### src/rtl/core/dpc_pkg.sv
// ----------------------------------------------------------------------------
// dpc_pkg
// Shared types and constants for the disk pack controller register block.
// ----------------------------------------------------------------------------
package dpc_pkg;

	// Item opcodes (bus accesses and timer events)
	typedef enum logic [3:0] {
		OP_DOA       = 4'd0,
		OP_DIA       = 4'd1,
		OP_DOB       = 4'd2,
		OP_DIB       = 4'd3,
		OP_DOC       = 4'd4,
		OP_DIC       = 4'd5,
		OP_NIO       = 4'd6,
		OP_STEP_TMR  = 4'd7,
		OP_IRQ_TMR   = 4'd8
	} opcode_t;

	// Bus control pulses
	typedef enum logic [1:0] {
		ACT_NONE  = 2'd0,
		ACT_START = 2'd1,
		ACT_CLEAR = 2'd2,
		ACT_PULSE = 2'd3
	} action_t;

	// Command field of register A, bits 9:8
	typedef enum logic [1:0] {
		CMD_READ  = 2'd0,
		CMD_WRITE = 2'd1,
		CMD_SEEK  = 2'd2,
		CMD_RECAL = 2'd3
	} cmd_t;

	// Timer request codes
	typedef enum logic [2:0] {
		TMR_NONE       = 3'd0,
		TMR_SHORT_STEP = 3'd1,
		TMR_LONG_STEP  = 3'd2,
		TMR_SHORT_IRQ  = 3'd3,
		TMR_LONG_IRQ   = 3'd4
	} tmr_req_t;

	localparam int          NUM_DRIVES_DEF        = 4;
	localparam int          SECTORS_PER_TRACK_DEF = 12;

	localparam logic [15:0] STATUS_RESET     = 16'h0040;
	localparam logic [15:0] STATUS_DOA_MASK  = 16'hf800;
	localparam logic [15:0] STATUS_LOW_MASK  = 16'h003f;
	localparam logic [15:0] STATUS_DONE      = 16'h8000;
	localparam logic [15:0] STATUS_DRV0      = 16'h4000;
	localparam logic [15:0] C_STEP_INC       = 16'h0011;
	localparam logic [15:0] C_SECTOR_DEC     = 16'h0010;
	localparam logic [15:0] SECTOR_WORDS     = 16'h0100;
	localparam logic [15:0] WRITE_ADDR_EXTRA = 16'h0002;

	localparam int IN_TDATA_W  = 16;
	localparam int IN_TUSER_W  = 6;
	localparam int RES_W       = 65;
	localparam int OUT_TDATA_W = 72;

	// Result item, first field in the highest bits
	typedef struct packed {
		tmr_req_t    timer_request;
		logic [12:0] xfer_words;
		logic [15:0] xfer_mem_addr;
		logic [12:0] xfer_sector;
		logic        xfer_to_disk;
		logic        xfer_valid;
		logic        busy_res;
		logic        irq;
		logic [15:0] read_data;
	} result_t;

endpackage

### src/rtl/core/disk_pack_controller_registers.sv
// ----------------------------------------------------------------------------
// disk_pack_controller_registers
// Register model of a four-drive disk pack controller: bus accesses, command
// start, sector steps, transfer descriptors and timer requests.
// ----------------------------------------------------------------------------
//  channel   dir  handshake                    payload
//  s_axis    in   s_axis_tvalid/s_axis_tready  tdata: data; tuser: opcode, action
//  m_axis    out  m_axis_tvalid/m_axis_tready  tdata: one result per item
//
//  An item is registered in the input stage, then updates the controller
//  state and loads the result register in one pass; one item per cycle
//  is sustained while the output does not stall. The result register
//  stalls the input stage only while a result waits and m_axis_tready is low.
//  Reset (arst_n low) clears the valid flags and the controller state; status reads 0x0040.
// ----------------------------------------------------------------------------
module disk_pack_controller_registers
	import dpc_pkg::*;
#(
	parameter int NUM_DRIVES        = NUM_DRIVES_DEF,
	parameter int SECTORS_PER_TRACK = SECTORS_PER_TRACK_DEF
) (
	input  logic                   clk,
	input  logic                   arst_n,
	input  logic                   s_axis_tvalid,
	output logic                   s_axis_tready,
	input  logic [IN_TDATA_W-1:0]  s_axis_tdata,  // [15:0] data
	input  logic [IN_TUSER_W-1:0]  s_axis_tuser,  // [3:0] opcode, [5:4] action
	output logic                   m_axis_tvalid,
	input  logic                   m_axis_tready,
	// [15:0] read_data, [16] irq, [17] busy_res, [18] xfer_valid,
	// [19] xfer_to_disk, [32:20] xfer_sector, [48:33] xfer_mem_addr,
	// [61:49] xfer_words, [64:62] timer_request, [71:65] zero
	output logic [OUT_TDATA_W-1:0] m_axis_tdata
);

	localparam logic [4:0]  SptW        = 5'(SECTORS_PER_TRACK);
	localparam logic [15:0] SecWrapAdd  = 16'((16 - SECTORS_PER_TRACK) * 16);
	localparam logic [12:0] TrackSpt    = 13'(SECTORS_PER_TRACK);
	localparam logic [12:0] CylSpt      = 13'(2 * SECTORS_PER_TRACK);

	// Input stage
	logic        valid_s1;
	logic [3:0]  opcode_s1;
	logic [1:0]  action_s1;
	logic [15:0] data_s1;

	// Controller state
	logic [15:0] reg_a_q, reg_b_q, reg_c_q, status_q;
	logic [1:0]  drv_sel_q;
	logic [7:0]  cyl_q [NUM_DRIVES];
	logic        busy_q, irq_q;

	// Result register
	logic        out_valid_q;
	result_t     res_q;

	// Next state
	logic [15:0] reg_a_d, reg_b_d, reg_c_d, status_d;
	logic [1:0]  drv_sel_d;
	logic [7:0]  cyl_d [NUM_DRIVES];
	logic        busy_d, irq_d;
	result_t     res_d;

	logic        advance, fire, bus_op;
	logic [7:0]  cur_cyl;
	logic [15:0] c_adj, c_step, drv_bit;
	logic [4:0]  n_sec;

	// Linear sector: sector + head*SPT + cylinder*2*SPT, 13 bits
	function automatic logic [12:0] lin_sector(input logic [15:0] c, input logic [7:0] cyl);
		logic [12:0] s, h, y;
		s = {9'd0, c[7:4]};
		h = 13'({8'd0, c[12:8]} * TrackSpt);
		y = 13'({5'd0, cyl} * CylSpt);
		return 13'(s + h + y);
	endfunction

	assign advance       = !out_valid_q || m_axis_tready;
	assign fire          = valid_s1 && advance;
	assign s_axis_tready = !valid_s1 || advance;

	// Input stage register
	always_ff @(posedge clk or negedge arst_n) begin
		if (!arst_n) begin
			valid_s1 <= 1'b0;
		end else if (s_axis_tready) begin
			valid_s1 <= s_axis_tvalid;
		end
	end

	always_ff @(posedge clk) begin
		if (s_axis_tvalid && s_axis_tready) begin
			opcode_s1 <= s_axis_tuser[3:0];
			action_s1 <= s_axis_tuser[5:4];
			data_s1   <= s_axis_tdata;
		end
	end

	// Item execution
	always_comb begin
		reg_a_d   = reg_a_q;
		reg_b_d   = reg_b_q;
		reg_c_d   = reg_c_q;
		status_d  = status_q;
		drv_sel_d = drv_sel_q;
		cyl_d     = cyl_q;
		busy_d    = busy_q;
		irq_d     = irq_q;
		res_d     = '0;
		bus_op    = 1'b0;
		c_adj     = reg_c_q;
		c_step    = reg_c_q;
		cur_cyl   = '0;
		drv_bit   = '0;
		n_sec     = '0;

		// Bus access or timer event
		case (opcode_s1)
			OP_DOA: begin
				reg_a_d  = data_s1;
				status_d = status_q & ~(data_s1 & STATUS_DOA_MASK);
				irq_d    = 1'b0;
				bus_op   = 1'b1;
			end
			OP_DIA: begin
				res_d.read_data = status_q;
				bus_op          = 1'b1;
			end
			OP_DOB: begin
				reg_b_d = data_s1;
				bus_op  = 1'b1;
			end
			OP_DIB: begin
				res_d.read_data = reg_b_q;
				bus_op          = 1'b1;
			end
			OP_DOC: begin
				reg_c_d   = data_s1;
				drv_sel_d = data_s1[15:14];
				bus_op    = 1'b1;
			end
			OP_DIC: begin
				res_d.read_data = reg_c_q;
				bus_op          = 1'b1;
			end
			OP_NIO: begin
				reg_a_d = '0;
				reg_b_d = '0;
				reg_c_d = '0;
				bus_op  = 1'b1;
			end
			default: ;
		endcase

		// Drive-dependent terms, after any DOC
		for (int i = 0; i < NUM_DRIVES; i++) begin
			if (drv_sel_d == 2'(i)) begin
				cur_cyl = cyl_q[i];
			end
		end
		drv_bit = STATUS_DRV0 >> drv_sel_d;

		// Timer events
		if (opcode_s1 == OP_STEP_TMR) begin
			// sector past track end wraps into the next head
			c_adj = ({1'b0, reg_c_q[7:4]} >= SptW) ? 16'(reg_c_q + SecWrapAdd) : reg_c_q;
			res_d.xfer_valid    = 1'b1;
			res_d.xfer_sector   = lin_sector(c_adj, cur_cyl);
			res_d.xfer_mem_addr = reg_b_q;
			res_d.xfer_words    = 13'(SECTOR_WORDS);
			reg_b_d = 16'(reg_b_q + SECTOR_WORDS);
			c_step  = 16'(c_adj + C_STEP_INC);
			if (c_step[3:0] != 4'd0) begin
				reg_c_d             = c_step;
				res_d.timer_request = TMR_SHORT_STEP;
			end else begin
				reg_c_d  = 16'(c_step - C_SECTOR_DEC);
				status_d = status_q | STATUS_DONE | drv_bit;
				irq_d    = 1'b1;
				busy_d   = 1'b0;
			end
		end else if (opcode_s1 == OP_IRQ_TMR) begin
			irq_d  = 1'b1;
			busy_d = 1'b0;
		end

		// Control pulse on bus accesses
		if (bus_op) begin
			case (action_s1) inside
				ACT_CLEAR: irq_d = 1'b0;
				ACT_START, ACT_PULSE: begin
					status_d = status_d & ~STATUS_LOW_MASK;
					busy_d   = 1'b1;
					n_sec    = 5'(5'd16 - {1'b0, reg_c_d[3:0]});
					unique case (cmd_t'(reg_a_d[9:8]))
						CMD_READ: res_d.timer_request = TMR_LONG_STEP;
						CMD_WRITE: begin
							res_d.xfer_valid    = 1'b1;
							res_d.xfer_to_disk  = 1'b1;
							res_d.xfer_sector   = lin_sector(reg_c_d, cur_cyl);
							res_d.xfer_mem_addr = reg_b_d;
							res_d.xfer_words    = {n_sec, 8'd0};
							reg_b_d  = 16'(reg_b_d + {3'd0, n_sec, 8'd0} + WRITE_ADDR_EXTRA);
							status_d = status_d | STATUS_DONE | drv_bit;
							res_d.timer_request = TMR_LONG_IRQ;
						end
						CMD_SEEK: begin
							for (int i = 0; i < NUM_DRIVES; i++) begin
								if (drv_sel_d == 2'(i)) begin
									cyl_d[i] = reg_a_d[7:0];
								end
							end
							status_d = status_d | drv_bit;
							res_d.timer_request = TMR_SHORT_IRQ;
						end
						CMD_RECAL: begin
							for (int i = 0; i < NUM_DRIVES; i++) begin
								if (drv_sel_d == 2'(i)) begin
									cyl_d[i] = '0;
								end
							end
							reg_c_d  = '0;
							status_d = status_d | drv_bit;
							res_d.timer_request = TMR_LONG_IRQ;
						end
					endcase
				end
				default: ;
			endcase
		end

		res_d.irq      = irq_d;
		res_d.busy_res = busy_d;
	end

	// State update
	always_ff @(posedge clk or negedge arst_n) begin
		if (!arst_n) begin
			reg_a_q   <= '0;
			reg_b_q   <= '0;
			reg_c_q   <= '0;
			status_q  <= STATUS_RESET;
			drv_sel_q <= '0;
			busy_q    <= 1'b0;
			irq_q     <= 1'b0;
			for (int i = 0; i < NUM_DRIVES; i++) begin
				cyl_q[i] <= '0;
			end
		end else if (fire) begin
			reg_a_q   <= reg_a_d;
			reg_b_q   <= reg_b_d;
			reg_c_q   <= reg_c_d;
			status_q  <= status_d;
			drv_sel_q <= drv_sel_d;
			busy_q    <= busy_d;
			irq_q     <= irq_d;
			cyl_q     <= cyl_d;
		end
	end

	// Result register
	always_ff @(posedge clk or negedge arst_n) begin
		if (!arst_n) begin
			out_valid_q <= 1'b0;
		end else if (advance) begin
			out_valid_q <= valid_s1;
		end
	end

	always_ff @(posedge clk) begin
		if (fire) begin
			res_q <= res_d;
		end
	end

	assign m_axis_tvalid = out_valid_q;
	assign m_axis_tdata  = {(OUT_TDATA_W - RES_W)'(0), res_q};

	// Checks
	a_tmr_code: assert property (@(posedge clk) disable iff (!arst_n)
		out_valid_q |-> (res_q.timer_request == TMR_NONE ||
			res_q.timer_request == TMR_SHORT_STEP || res_q.timer_request == TMR_LONG_STEP ||
			res_q.timer_request == TMR_SHORT_IRQ || res_q.timer_request == TMR_LONG_IRQ))
		else $error("timer request code out of range");

	a_no_xfer_zero: assert property (@(posedge clk) disable iff (!arst_n)
		(out_valid_q && !res_q.xfer_valid) |-> (!res_q.xfer_to_disk &&
			res_q.xfer_sector == '0 && res_q.xfer_mem_addr == '0 && res_q.xfer_words == '0))
		else $error("descriptor fields set without a transfer");

	a_read_words: assert property (@(posedge clk) disable iff (!arst_n)
		(out_valid_q && res_q.xfer_valid && !res_q.xfer_to_disk) |->
			res_q.xfer_words == 13'(SECTOR_WORDS))
		else $error("read step must move one sector");

	a_busy_flag: assert property (@(posedge clk) disable iff (!arst_n)
		(fire && busy_d) |=> busy_q)
		else $error("busy flag lost after item");

endmodule
### config.mk
export PLATFORM = sky130hd
export DESIGN_NAME = disk_pack_controller_registers
export DESIGN_NICKNAME = d
export VERILOG_FILES = /design/src/rtl/core/dpc_pkg.sv /design/src/rtl/core/disk_pack_controller_registers.sv
export SDC_FILE = /design/constraint.sdc
export NUM_CORES = 1
export LEC_CHECK = 0
export ABC_AREA = 1
export BUFFER_PORTS_ARGS = -buffer_cell sky130_fd_sc_hd__buf_2
export CAP_MARGIN = 20
export CORE_ASPECT_RATIO = 0.7
export CORE_MARGIN = 4
export CORE_UTILIZATION = 39
export CTS_CLUSTER_DIAMETER = 30
export DETAILED_ROUTE_END_ITERATION = 8
export SLEW_MARGIN = 5
export SYNTH_ARGS = -nofsm -noshare
export SYNTH_HDL_FRONTEND = slang
export SYNTH_SLANG_ARGS = --single-unit
export TNS_END_PERCENT = 30
### constraint.sdc
create_clock -name clk -period 4.7 [get_ports clk]
set_input_delay 0.94 -clock clk [delete_from_list [all_inputs] [get_ports clk]]
set_output_delay 0.94 -clock clk [all_outputs]
set_load 0.02 [all_outputs]
[Word-level counts from Yosys, hierarchy flattened]
Index checks and enable logic that the tools add are counted.
Storage, ports and cells
  output and inout port bits: 74
  memories kept: 0
  word-level logic and storage cells: 152
  bits in writable memories: 0
  bits in read-only memories: 0
  latch bits: 0
  register bits after elaboration: 183
  bits of input ports: 26
Cells by class
  bitwise logic cells: 8
  $lt $le $gt $ge: 1
  $mul: 3
  equality and inequality tests: 25
  reductions and logical operators: 20
  shifts and indexed selects: 1
  multiplexer cells: 58
  $add $sub $neg: 11
  div/mod/pow operators: 0
Operators with widths (count)
  16-bit two-way mux: 18
  47-bit two-way mux: 3
  8-bit two-way mux: 12
  16-bit one-hot mux with 2 select lines: 3
  32-bit one-hot mux with 2 select lines: 1
  16-bit OR: 3
  16-bit one-hot mux with 3 select lines: 1
  45-bit two-way mux: 1
  44-bit two-way mux: 1
  7-bit AND reduction: 4
  10-bit by 13-bit adder with 13-bit output: 2
  4-bit by 9-bit adder with 10-bit output: 2
  10-bit one-hot mux with 2 select lines: 1
  16-bit by 13-bit adder with 16-bit output: 1
  16-bit by 2-bit adder with 16-bit output (second input constant): 1
  16-bit by 5-bit adder with 16-bit output (second input constant): 1
  16-bit by 7-bit adder with 16-bit output (second input constant): 1
  16-bit by 9-bit adder with 16-bit output (second input constant): 1
  16-bit AND: 1
  4-bit by 3-bit equality test with 1-bit output (second input constant): 4
  2-bit != test (second input constant): 8
  16-bit NOT: 1
  15-bit by 2-bit right shift with 16-bit output (first input constant): 1
  16-bit by 5-bit subtractor with 16-bit output (second input constant): 1
  23 further kinds: 54

[Logic depth before layout (Yosys ltp)]
Gate-level depths: netlist of the first run.
  word-level depth: 14
  gate-level depth with buffers: 33
  mapped depth without buffers: 33

[Worst setup path after synthesis of the first run]
Ideal clock, no wire load.
  kind: register to register
  start point: register reg_c_q[0]
  end point: register res_q, in the netlist m_axis_tdata[31] (data pin)
  setup slack: 0.294 ns
  arrival time: 4.153 ns
  period minus slack after synthesis: 4.406 ns
  path buffers: 0
  library setup time: 0.253 ns
  data required time: 4.447 ns
  stages on the path, launching flop included: 32
  path through: dfrtp_1 ha_1 nand2_1 o21ai_0 inv_1 nor2_1 ha_1 nand3_1 inv_1 nand2_1 nor2_1 nand2_1 o21ai_0 nand3_1 and2_1 ha_1 nand2_1 nand2_1 a31oi_1 xor2_1 ha_1 ha_1 a21oi_1 nand2_1 a21oi_1 o21bai_1 nand2_1 nand2_1 nand2_1 nand3_1 nand3_1 nand2_1
RTL lines
  start, declared: RTL line disk_pack_controller_registers.sv:48  | logic [15:0] reg_a_q, reg_b_q, reg_c_q, status_q;
  start signal, assigned: RTL line disk_pack_controller_registers.sv:252  | reg_c_q <= reg_c_d;
  end signal, assigned: RTL line disk_pack_controller_registers.sv:272  | res_q <= res_d;
  end, declared: RTL line disk_pack_controller_registers.sv:55  | result_t res_q;

==> results of run 1 <==
## final cells by class
class                           count  area (um2)  share of cell area
Sequential cell                   169        4630               0.384
Clock inverter                     11        88.8             0.00737
Clock buffer                       21         472              0.0391
Multi-Input combinational cell    826        4960               0.411
Tap cell                          357         447              0.0370
Inverter                          178         669              0.0555
Timing Repair Buffer              128         798              0.0662
## flip-flops by register name, indices dropped and copies added (netlist names), 2 cells and up
signal and count:
m_axis_tdata 57, cyl_q 32, data_s1 16, reg_b_q 16
reg_c_q 16, reg_a_q 10, status_q 10, opcode_s1 4
action_s1 2, drv_sel_q 2
## routing by layer
layer  wire [um]  vias to the layer above
li1            -                     4284
met1       14300                     4180
met2       12800                      356
met3        2440                       36
met4         430                        0
met5           0                        -
## worst max-delay path: cells and delay by family, from the launching register on
kind                       cells  cell delay (ns)
AOI/OAI and AO/OA              4             0.58
adders and majority gates      6             1.67
buffers and inverters          7             0.42
DFF                            1             0.39
and+or+nand+nor               14             1.19
## cells by family after synthesis
logic type,count (synthesis),share of synthesized area
AOI/OAI and AO/OA,252,0.144
xor gates and xnor gates,28,0.0237
adders and majority gates,63,0.0814
buffers and inverters,231,0.0924
DFF,169,0.448
muxes,12,0.0131
other,1,0.000363
and+or+nand+nor,456,0.197
## cells in the mapped netlist (13+ instances only)
| cell type | instances | area, um2 |
|---|---|---|
| clkbuf_1 | 25 | 93.8 |
| inv_2 | 13 | 48.8 |
| edfxtp_1 | 79 | 2370 |
| nor2_1 | 69 | 259 |
| xor2_1 | 18 | 158 |
| nand3_1 | 76 | 380 |
| ha_1 | 56 | 701 |
| a21oi_1 | 38 | 190 |
| nand2_1 | 258 | 968 |
| o221ai_1 | 22 | 193 |
| o22ai_1 | 42 | 263 |
| o21ai_0 | 115 | 576 |
| dfrtp_1 | 89 | 2230 |
| buf_4 | 16 | 120 |
| nand4_1 | 14 | 87.6 |
| inv_1 | 164 | 616 |
## power groups by stage
stage | sequential [mW] | clock, mW | combinational [mW]
finish | 2.14 | 1.36 | 7.12
global route | 2.18 | 1.46 | 7.99
CTS | 2.14 | 1.39 | 6.64
detailed placement | 2.16 | 0 | 6.57
global placement | 2.16 | 0 | 6.47
floorplan | 2.23 | 0 | 4.63
## stage by stage
step	hold WS [ns]	worst slack [ns]
final	0.348	0.147
after floorplan	0.429	0.294
after global routing	0.335	-0.161
after CTS	0.368	0.000703
after detailed placement	0.359	-0.0552
after global placement	0.361	0.0742
## worst min path at each step
stage,start,end,slack (ns)
floorplan,status_q[6]$_DFFE_PN1P_,status_q[6]$_DFFE_PN1P_,0.43
global placement,status_q[6]$_DFFE_PN1P_,status_q[6]$_DFFE_PN1P_,0.36
detailed placement,status_q[6]$_DFFE_PN1P_,status_q[6]$_DFFE_PN1P_,0.36
CTS,status_q[6]$_DFFE_PN1P_,status_q[6]$_DFFE_PN1P_,0.37
global route,arst_n,cyl_q[12]$_DFFE_PN0P_,0.34
finish,arst_n,cyl_q[7]$_DFFE_PN0P_,0.35
## timing repair
item	CTS	global route
pin swaps	0	17
setup buffers	0	5
endpoints found under the setup margin	2	8
resized for setup	1	43
==> flow_summary_export.csv, run 1 <==
group,metric,value,unit
run_status,status,"finished, final reports clean",
cts,clk_pin_slew_worst_paths,0.07,ns
setup_path,start_kind,"register",
setup_path,reg2reg_to,"m_axis_tdata[31]$_DFFE_PP_",
setup_path,crit_top_cell,"nand2_2",
cts,cts_root_buf,"clkbuf_16",
timing,rsz0062_at_grt,"yes",
layout,final_util,0.466,
power,vdd_drop_max,757,uV
synth,yosys_most_used_dff,"dfrtp_1",
grt,use_met1,0.307,
timing,final.period_utilization,0.969,
timing,clock_skew,0.0150,ns
power,intPower,5.53,mW
synth,ys_async_sr_fraction,0.533,
layout,antenna_cells,0,
cts,clock_latency,0.45,ns
setup_path,worstRegToRegCells,31,
setup_path,r2r_setup_slack,0.15,ns
grt,grt_pass1_vias,8160,
cts,holdBufCountCts,0,
synth,yosysWarnings,0,
setup_path,crit_end,"m_axis_tdata[31]$_DFFE_PP_",
floorplanning,die_w,203,um
power,power_switching,5.10,mW
timing,finalSetupTns,0,ns
power,leakagePower,5.66,nW
layout,final_cells,1690,
layout,final_common_cell,"nand2_1",
timing,period_needed,4.55,ns
layout,nFillCells,2583,
grt,grt.overflow.total,0,
synth,synth_edf_count,79,
power,netSwitchingFraction,0.480,
floorplanning,initial_core_util,0.399,
routing,dr.pass1.iters,6,
timing,relSlewSlack,0.360,
floorplanning,die_y,144,um
timing,drv_slew,0,
cts,clock_path_buffers,2,
setup_path,slowest_delay,0.46,ns
cts,cts_tree,"yes",
power,power,10.6,mW
grt,antenna_found_initial,0,
routing,ant_nets,0,
setup_path,cp-startpoint,"reg_c_q[0]$_DFFE_PN0P_",
cts,htreeDepth,4,
grt,grt_max_degree,75,
layout,finalNetCount,1409,
cts,clock-sinks,169,
timing,setup_viol,0,
worst_hold_path,min-delay-path-class,"input port to asynchronous set/reset pin",
setup_path,cp.arrival,4.75,ns
placement,dpl.hpwl,22000,um
floorplanning,placementRows,49,
routing,drt-initial-drc-count,936,
setup_path,cp.required,4.89,ns
placement,io_buffers,84,
power,p_comb_frac,0.670,
synth,avgSynthCellArea,8.53,um2
synth,synthesis.area,0.0103,mm2
placement,gp_congestion,0.935,
setup_path,path_max_fanout,3,
setup_path,rr_startpoint,"reg_c_q[0]$_DFFE_PN0P_",
placement,placed_cell_area,0.0113,mm2
grt,grt_busiest_layer,"met1",
routing,vias_per_cell,5.24,
floorplanning,io_pins,100,
setup_path,cp-end-kind,"register",
synth,synth-seq-cells,169,
setup_path,crit_slowest_cell,"fa_1",
grt,grt_pass1_wl,46700,um
synth,ys_types,50,
synth,ys_seq_area_frac,0.448,
job,maxCapViolations,0,
routing,wl_per_cell,17.7,um
grt,grt.met3_usage,0.0495,
power,seq_power_share,0.201,
timing,fmaxAchievable,220,MHz
timing,hold_violations,0,
setup_path,worstSetupPathType,"register to register",
layout,drive_above_1_share,0.188,
layout,layout_common_cells,"nand2_1 (250), inv_1 (158), o21ai_0 (110), dfrtp_1 (89), buf_2 (83)",
layout,fin_area,0.0121,mm2
synth,synth_cells,1212,
placement,placedCellCount,1652,
grt,track_usage,0.205,
routing,num_vias,8856,
cts,numCtsBuffers,17,
floorplanning,core_area,0.0259,mm2
routing,drc,0,
power,power.density,881,mW/mm2
routing,wirelength,30000,um
power,clkPwrFrac,0.128,
floorplanning,dieArea,0.0292,mm2
timing,worstMarginPinSlew,0.959,ns
layout,area_growth,16.7,%
grt,grtUsageMet2,0.300,
Note: power is estimated with default switching activity, not from simulation.
==> run 2: changes to the inputs <==
Settings changed: GPL_TIMING_DRIVEN set to 0.
==> flow_summary_export.csv, run 2 (same netlist as run 1, synthesis figures left out) <==
group,metric,value,unit
floorplanning,core_area,0.0259,mm2
timing,rsz0062_at_grt,"yes",
placement,gp_congestion,0.957,
setup_path,cp.required,4.89,ns
placement,dpl.hpwl,23700,um
timing,fmaxAchievable,215,MHz
grt,grt_pass1_vias,8282,
layout,multi_input_area,0.00516,mm2
routing,drc,0,
layout,layout_common_cells,"nand2_1 (245), inv_1 (157), o21ai_0 (105), buf_2 (94), dfrtp_1 (89)",
cts,clock_path_buffers,2,
setup_path,worstSetupPathType,"register to register",
timing,relSlewSlack,0.356,
setup_path,slowest_delay,0.40,ns
setup_path,crit_top_cell,"nand2_1",
run_status,status,"finished, final reports clean",
cts,htreeDepth,4,
worst_hold_path,min-delay-path-class,"register to register",
layout,final_common_cell,"nand2_1",
cts,clock_latency,0.44,ns
placement,placed_cell_area,0.0113,mm2
layout,largest_reg_flops,57,
layout,fin_area,0.0124,mm2
routing,ant_nets,0,
routing,drt-initial-drc-count,795,
setup_path,path_max_fanout,4,
timing,period_needed,4.64,ns
timing,hold_violations,0,
floorplanning,die_w,203,um
layout,area_growth,20.3,%
setup_path,cp.arrival,4.83,ns
setup_path,crit_slowest_cell,"dfrtp_1",
floorplanning,initial_core_util,0.399,
grt,track_usage,0.213,
floorplanning,io_pins,100,
setup_path,critPathBufInv,2,
timing,clock_skew,0.0141,ns
layout,nFillCells,2511,
layout,finalNetCount,1442,
grt,grt_pass1_wl,47800,um
timing,setup_viol,0,
routing,dr.pass1.iters,6,
layout,antenna_cells,0,
timing,worstMarginPinSlew,0.964,ns
cts,numCtsBuffers,17,
power,power.density,878,mW/mm2
setup_path,start_kind,"register",
cts,cts_root_buf,"clkbuf_16",
setup_path,cp-end-kind,"register",
job,maxCapViolations,0,
timing,final.period_utilization,0.988,
cts,cts_tree,"yes",
grt,grt.overflow.total,0,
routing,wirelength,31300,um
routing,num_vias,9046,
layout,regArea,0.00463,mm2
power,power,10.9,mW
setup_path,path_delay_family,"simple AND/OR/NAND/NOR gates",
floorplanning,dieArea,0.0292,mm2
power,leakagePower,5.80,nW
grt,antenna_found_initial,0,
cts,clock-sinks,169,
timing,drv_slew,0,
routing,vias_per_cell,5.25,
floorplanning,placementRows,49,
grt,grt_max_degree,56,
power,vdd_drop_max,693,uV
cts,clk_pin_slew_worst_paths,0.07,ns
placement,io_buffers,84,
floorplanning,die_y,144,um
routing,wl_per_cell,18.2,um
layout,drive_above_1_share,0.213,
cts,holdBufCountCts,0,
-- run 2: cell count changes in the layout (fill, tap and decap cells not counted), moves of 5 or more --
cell	before	now
buf_2	83	94
buf_4	42	37
clkbuf_1	2	22
nand2_1	250	245
nand2_4	2	7
o21ai_0	110	105
o21ai_2	3	9
-- run 2: timing repair --
item                       in CTS  in global routing
resized for setup              22                 76
setup endpoints to repair       8                  8
buffers inserted               10                 11
pin swaps                       7                 26
-- run 2: worst register-to-register path: cells and delay by family (launching register included) --
| kind | cells | cell delay [ns] |
|---|---|---|
| AOI/OAI and AO/OA | 5 | 0.73 |
| xor gates and xnor gates | 1 | 0.20 |
| adders and majority gates | 5 | 1.24 |
| buffers and inverters | 2 | 0.16 |
| DFF | 1 | 0.40 |
| and+or+nand+nor | 17 | 1.67 |
-- run 2: area by class of cell --
cell class	count	share of cell area
plain buffers	53	0.0238
clock buffers	19	0.0356
clock inverters	13	0.0114
inverters	178	0.0539
multi-input cells	826	0.415
flip-flops and latches	169	0.372
well taps	357	0.0359
repair buffers	108	0.0519
-- run 2: power by group --
group / switching (mW) / internal [mW] / total [mW]
combinational: 4.44 / 2.92 / 7.36
clock: 0.613 / 0.801 / 1.41
sequential: 0.203 / 1.93 / 2.14
-- run 2: routing by layer --
metal	global-route usage	vias to the layer above	share of wire
met1	0.310	4267	0.46
met4	0.0539	0	0.018
met3	0.0558	35	0.092
li1	-	4356	-
met5	0	-	0
met2	0.317	388	0.42
-- run 2: stage by stage --
stage / TNS [ns] / std cells / hold WS [ns] / setup WS (ns) / util
detailed placement: -2.45 / 1670 / 0.439 / -0.553 / 0.437
floorplan: 0 / 1226 / 0.429 / 0.294 / -
global route: -0.407 / 1723 / 0.478 / -0.233 / 0.481
finish: 0 / 1723 / 0.447 / 0.0576 / 0.481
global placement: -31.47 / 1667 / 0.435 / -0.536 / 0.435
CTS: 0 / 1712 / 0.449 / 0.00577 / 0.467
-- run 2: path summary, 6_finish.rpt --
kind | from | to | slack, ns | cells past startpoint
worst max-delay path | reg_c_q[0]$_DFFE_PN0P_ | m_axis_tdata[31]$_DFFE_PP_ | 0.06 | 30
worst min-delay path | status_q[6]$_DFFE_PN1P_ | status_q[6]$_DFFE_PN1P_ | 0.45 | 1
worst max register to register | reg_c_q[0]$_DFFE_PN0P_ | m_axis_tdata[31]$_DFFE_PP_ | 0.06 | 30
worst min register to register | status_q[6]$_DFFE_PN1P_ | status_q[6]$_DFFE_PN1P_ | 0.45 | 1
max in group asynchronous | arst_n | reg_b_q[3]$_DFFE_PN0P_ | 3.53 | 2
min in group asynchronous | arst_n | status_q[12]$_DFFE_PN0P_ | 0.50 | 1
==> run 3: changes to the inputs <==
Settings changed: CORE_MARGIN 4 to 1.
Clock period 4.7 ns to 5.3 ns, I/O delays scaled along.
==> flow_summary_export.csv, run 3 (same netlist as run 1, synthesis figures left out) <==
group,metric,value,unit
layout,final_cells,1704,
floorplanning,placementRows,49,
timing,drv_slew,0,
setup_path,reg2reg_to,"m_axis_tdata[31]$_DFFE_PP_",
setup_path,rr_startpoint,"opcode_s1[2]$_DFFE_PP_",
setup_path,path_max_fanout,10,
layout,regArea,0.00463,mm2
routing,drc,0,
grt,grt.overflow.total,0,
timing,clock_skew,0.0123,ns
worst_hold_path,min-delay-path-class,"register to register",
setup_path,cp.arrival,5.18,ns
routing,wirelength,31200,um
cts,numCtsBuffers,17,
cts,clock_path_buffers,2,
power,netSwitchingFraction,0.491,
grt,grt_pass1_vias,8564,
routing,vias_per_cell,5.31,
placement,post-place-ws,0.160,ns
cts,htreeDepth,4,
placement,io_buffers,84,
layout,nFillCells,2593,
grt,grt_pass1_wl,49000,um
placement,dpl.hpwl,23800,um
routing,num_vias,9053,
worst_hold_path,hp-start,"status_q[6]$_DFFE_PN1P_",
layout,drive_above_1_share,0.154,
timing,setup_viol,0,
layout,largest_reg_flops,57,
floorplanning,die_w,197,um
timing,hold_violations,0,
power,leakagePower,5.66,nW
setup_path,worstSetupPathType,"register to register",
power,seq_power_share,0.217,
timing,final.period_utilization,0.940,
worst_hold_path,hold_path_end,"status_q[6]$_DFFE_PN1P_",
grt,antenna_found_initial,0,
layout,layout_common_cells,"nand2_1 (258), inv_1 (164), o21ai_0 (112), buf_2 (94), dfrtp_1 (89)",
floorplanning,io_pins,100,
cts,clock_latency,0.45,ns
placement,gp_congestion,0.981,
power,intPower,4.46,mW
timing,relSlewSlack,0.323,
routing,wl_met2,12900,um
routing,wl_per_cell,18.3,um
setup_path,cp-end-kind,"register",
timing,period_needed,4.98,ns
layout,finalNetCount,1423,
floorplanning,dieArea,0.0272,mm2
routing,ant_nets,0,
setup_path,r2r_setup_slack,0.32,ns
floorplanning,die_y,138,um
layout,multi_input_area,0.00485,mm2
timing,fmaxAchievable,201,MHz
power,vdd_drop_max,480,uV
setup_path,worstRegToRegCells,22,
cts,clock-sinks,169,
setup_path,cp.required,5.50,ns
grt,track_usage,0.238,
grt,grt_max_degree,50,
routing,wl_met3,2990,um
layout,area_growth,15.7,%
routing,dr.pass1.iters,5,
setup_path,start_kind,"register",
power,clkPwrFrac,0.145,
power,power.density,733,mW/mm2
timing,worstMarginPinSlew,1.01,ns
worst_hold_path,hold_depth,1,
timing,finalSetupTns,0,ns
power,power_switching,4.30,mW
placement,placedCellCount,1670,
routing,routed.top_layer,"met4",
floorplanning,core_area,0.0259,mm2
layout,final_common_cell,"nand2_1",
routing,drt-initial-drc-count,880,
cts,cts_tree,"yes",
power,power,8.76,mW
routing,m1WireLength,14700,um
cts,cts_root_buf,"clkbuf_16",
floorplanning,initial_core_util,0.399,
cts,clk_pin_slew_worst_paths,0.07,ns
timing,fin_ws,0.318,ns
run_status,status,"finished, final reports clean",
job,maxCapViolations,0,
power,p_comb_frac,0.639,
layout,antenna_cells,0,
==> run 3: cell types whose count changed in the layout (fill, tap and decap cells not counted), moves of 8 or more <==
cell     previous run  this run
nand2_2            15         7
buf_4              37        19
ha_4                8         0
ha_1               44        54
nand2_1           245       258
==> run 3: through the flow <==
step	hold slack, ns	instance area (um2)	utilization
6_report	0.449	12000	0.462
2_1_floorplan	0.429	10400	-
5_1_grt	0.474	12000	0.462
3_5_place_dp	0.441	11300	0.437
4_1_cts	0.452	11900	0.460
3_3_place_gp	0.436	11300	0.435
==> run 3: worst max path at each step <==
stage                                 startpoint                          to  slack [ns]
after floorplan           reg_c_q[0]$_DFFE_PN0P_  m_axis_tdata[31]$_DFFE_PP_        0.89
after global placement             m_axis_tready      reg_b_q[2]$_DFFE_PN0P_        0.07
after detailed placement  reg_c_q[0]$_DFFE_PN0P_  m_axis_tdata[31]$_DFFE_PP_        0.16
after CTS                 reg_c_q[0]$_DFFE_PN0P_  m_axis_tdata[31]$_DFFE_PP_        0.09
after global routing      reg_c_q[0]$_DFFE_PN0P_  m_axis_tdata[32]$_DFFE_PP_       -0.02
final                     opcode_s1[2]$_DFFE_PP_  m_axis_tdata[31]$_DFFE_PP_        0.32
==> run 3: routing by layer <==
layer	GRT usage	vias up
met4	0.0669	0
li1	-	4313
met3	0.0634	42
met5	0	-
met2	0.341	418
met1	0.351	4280
==> run 3: power by group through the flow <==
stage | Combinational, mW | Clock, mW | Sequential, mW
after floorplan | 4.10 | 0 | 1.97
after global placement | 5.29 | 0 | 1.92
after detailed placement | 5.40 | 0 | 1.91
after CTS | 5.44 | 1.29 | 1.89
after global routing | 6.33 | 1.34 | 1.94
final | 5.60 | 1.27 | 1.90
==> run 3: timing repair <==
item                       4_1_cts  5_1_grt
hold endpoints to repair         0        0
resized for setup                0       15
hold buffers                     0        0
buffers inserted                 0        2
setup endpoints to repair        0        7
==> run 3: area by class of cell <==
cell class / instances / share of cell area
plain buffers: 53 / 0.0244
clock buffers: 23 / 0.0392
clock inverters: 9 / 0.00952
inverters: 178 / 0.0559
multi-input cells: 826 / 0.406
flip-flops and latches: 169 / 0.387
well taps: 357 / 0.0374
repair buffers: 89 / 0.0410
==> run 3: critical path, stage by stage (launching register included) <==
cell and delay, ns:
edfxtp_1 0.48, inv_2 0.18, nor2_8 0.06, nand2_1 0.09, buf_2 0.21, buf_2 0.27, clkbuf_1 0.57, o21ai_1 0.21
inv_1 0.13, ha_1 0.24, fa_1 0.47, ha_1 0.32, inv_1 0.06, fa_1 0.45, nand3b_1 0.18, nand2_1 0.11
a21oi_1 0.08, o21bai_1 0.18, nand2_1 0.09, nand2_1 0.09, nand4_1 0.10, nand3_1 0.08, nand2_1 0.06
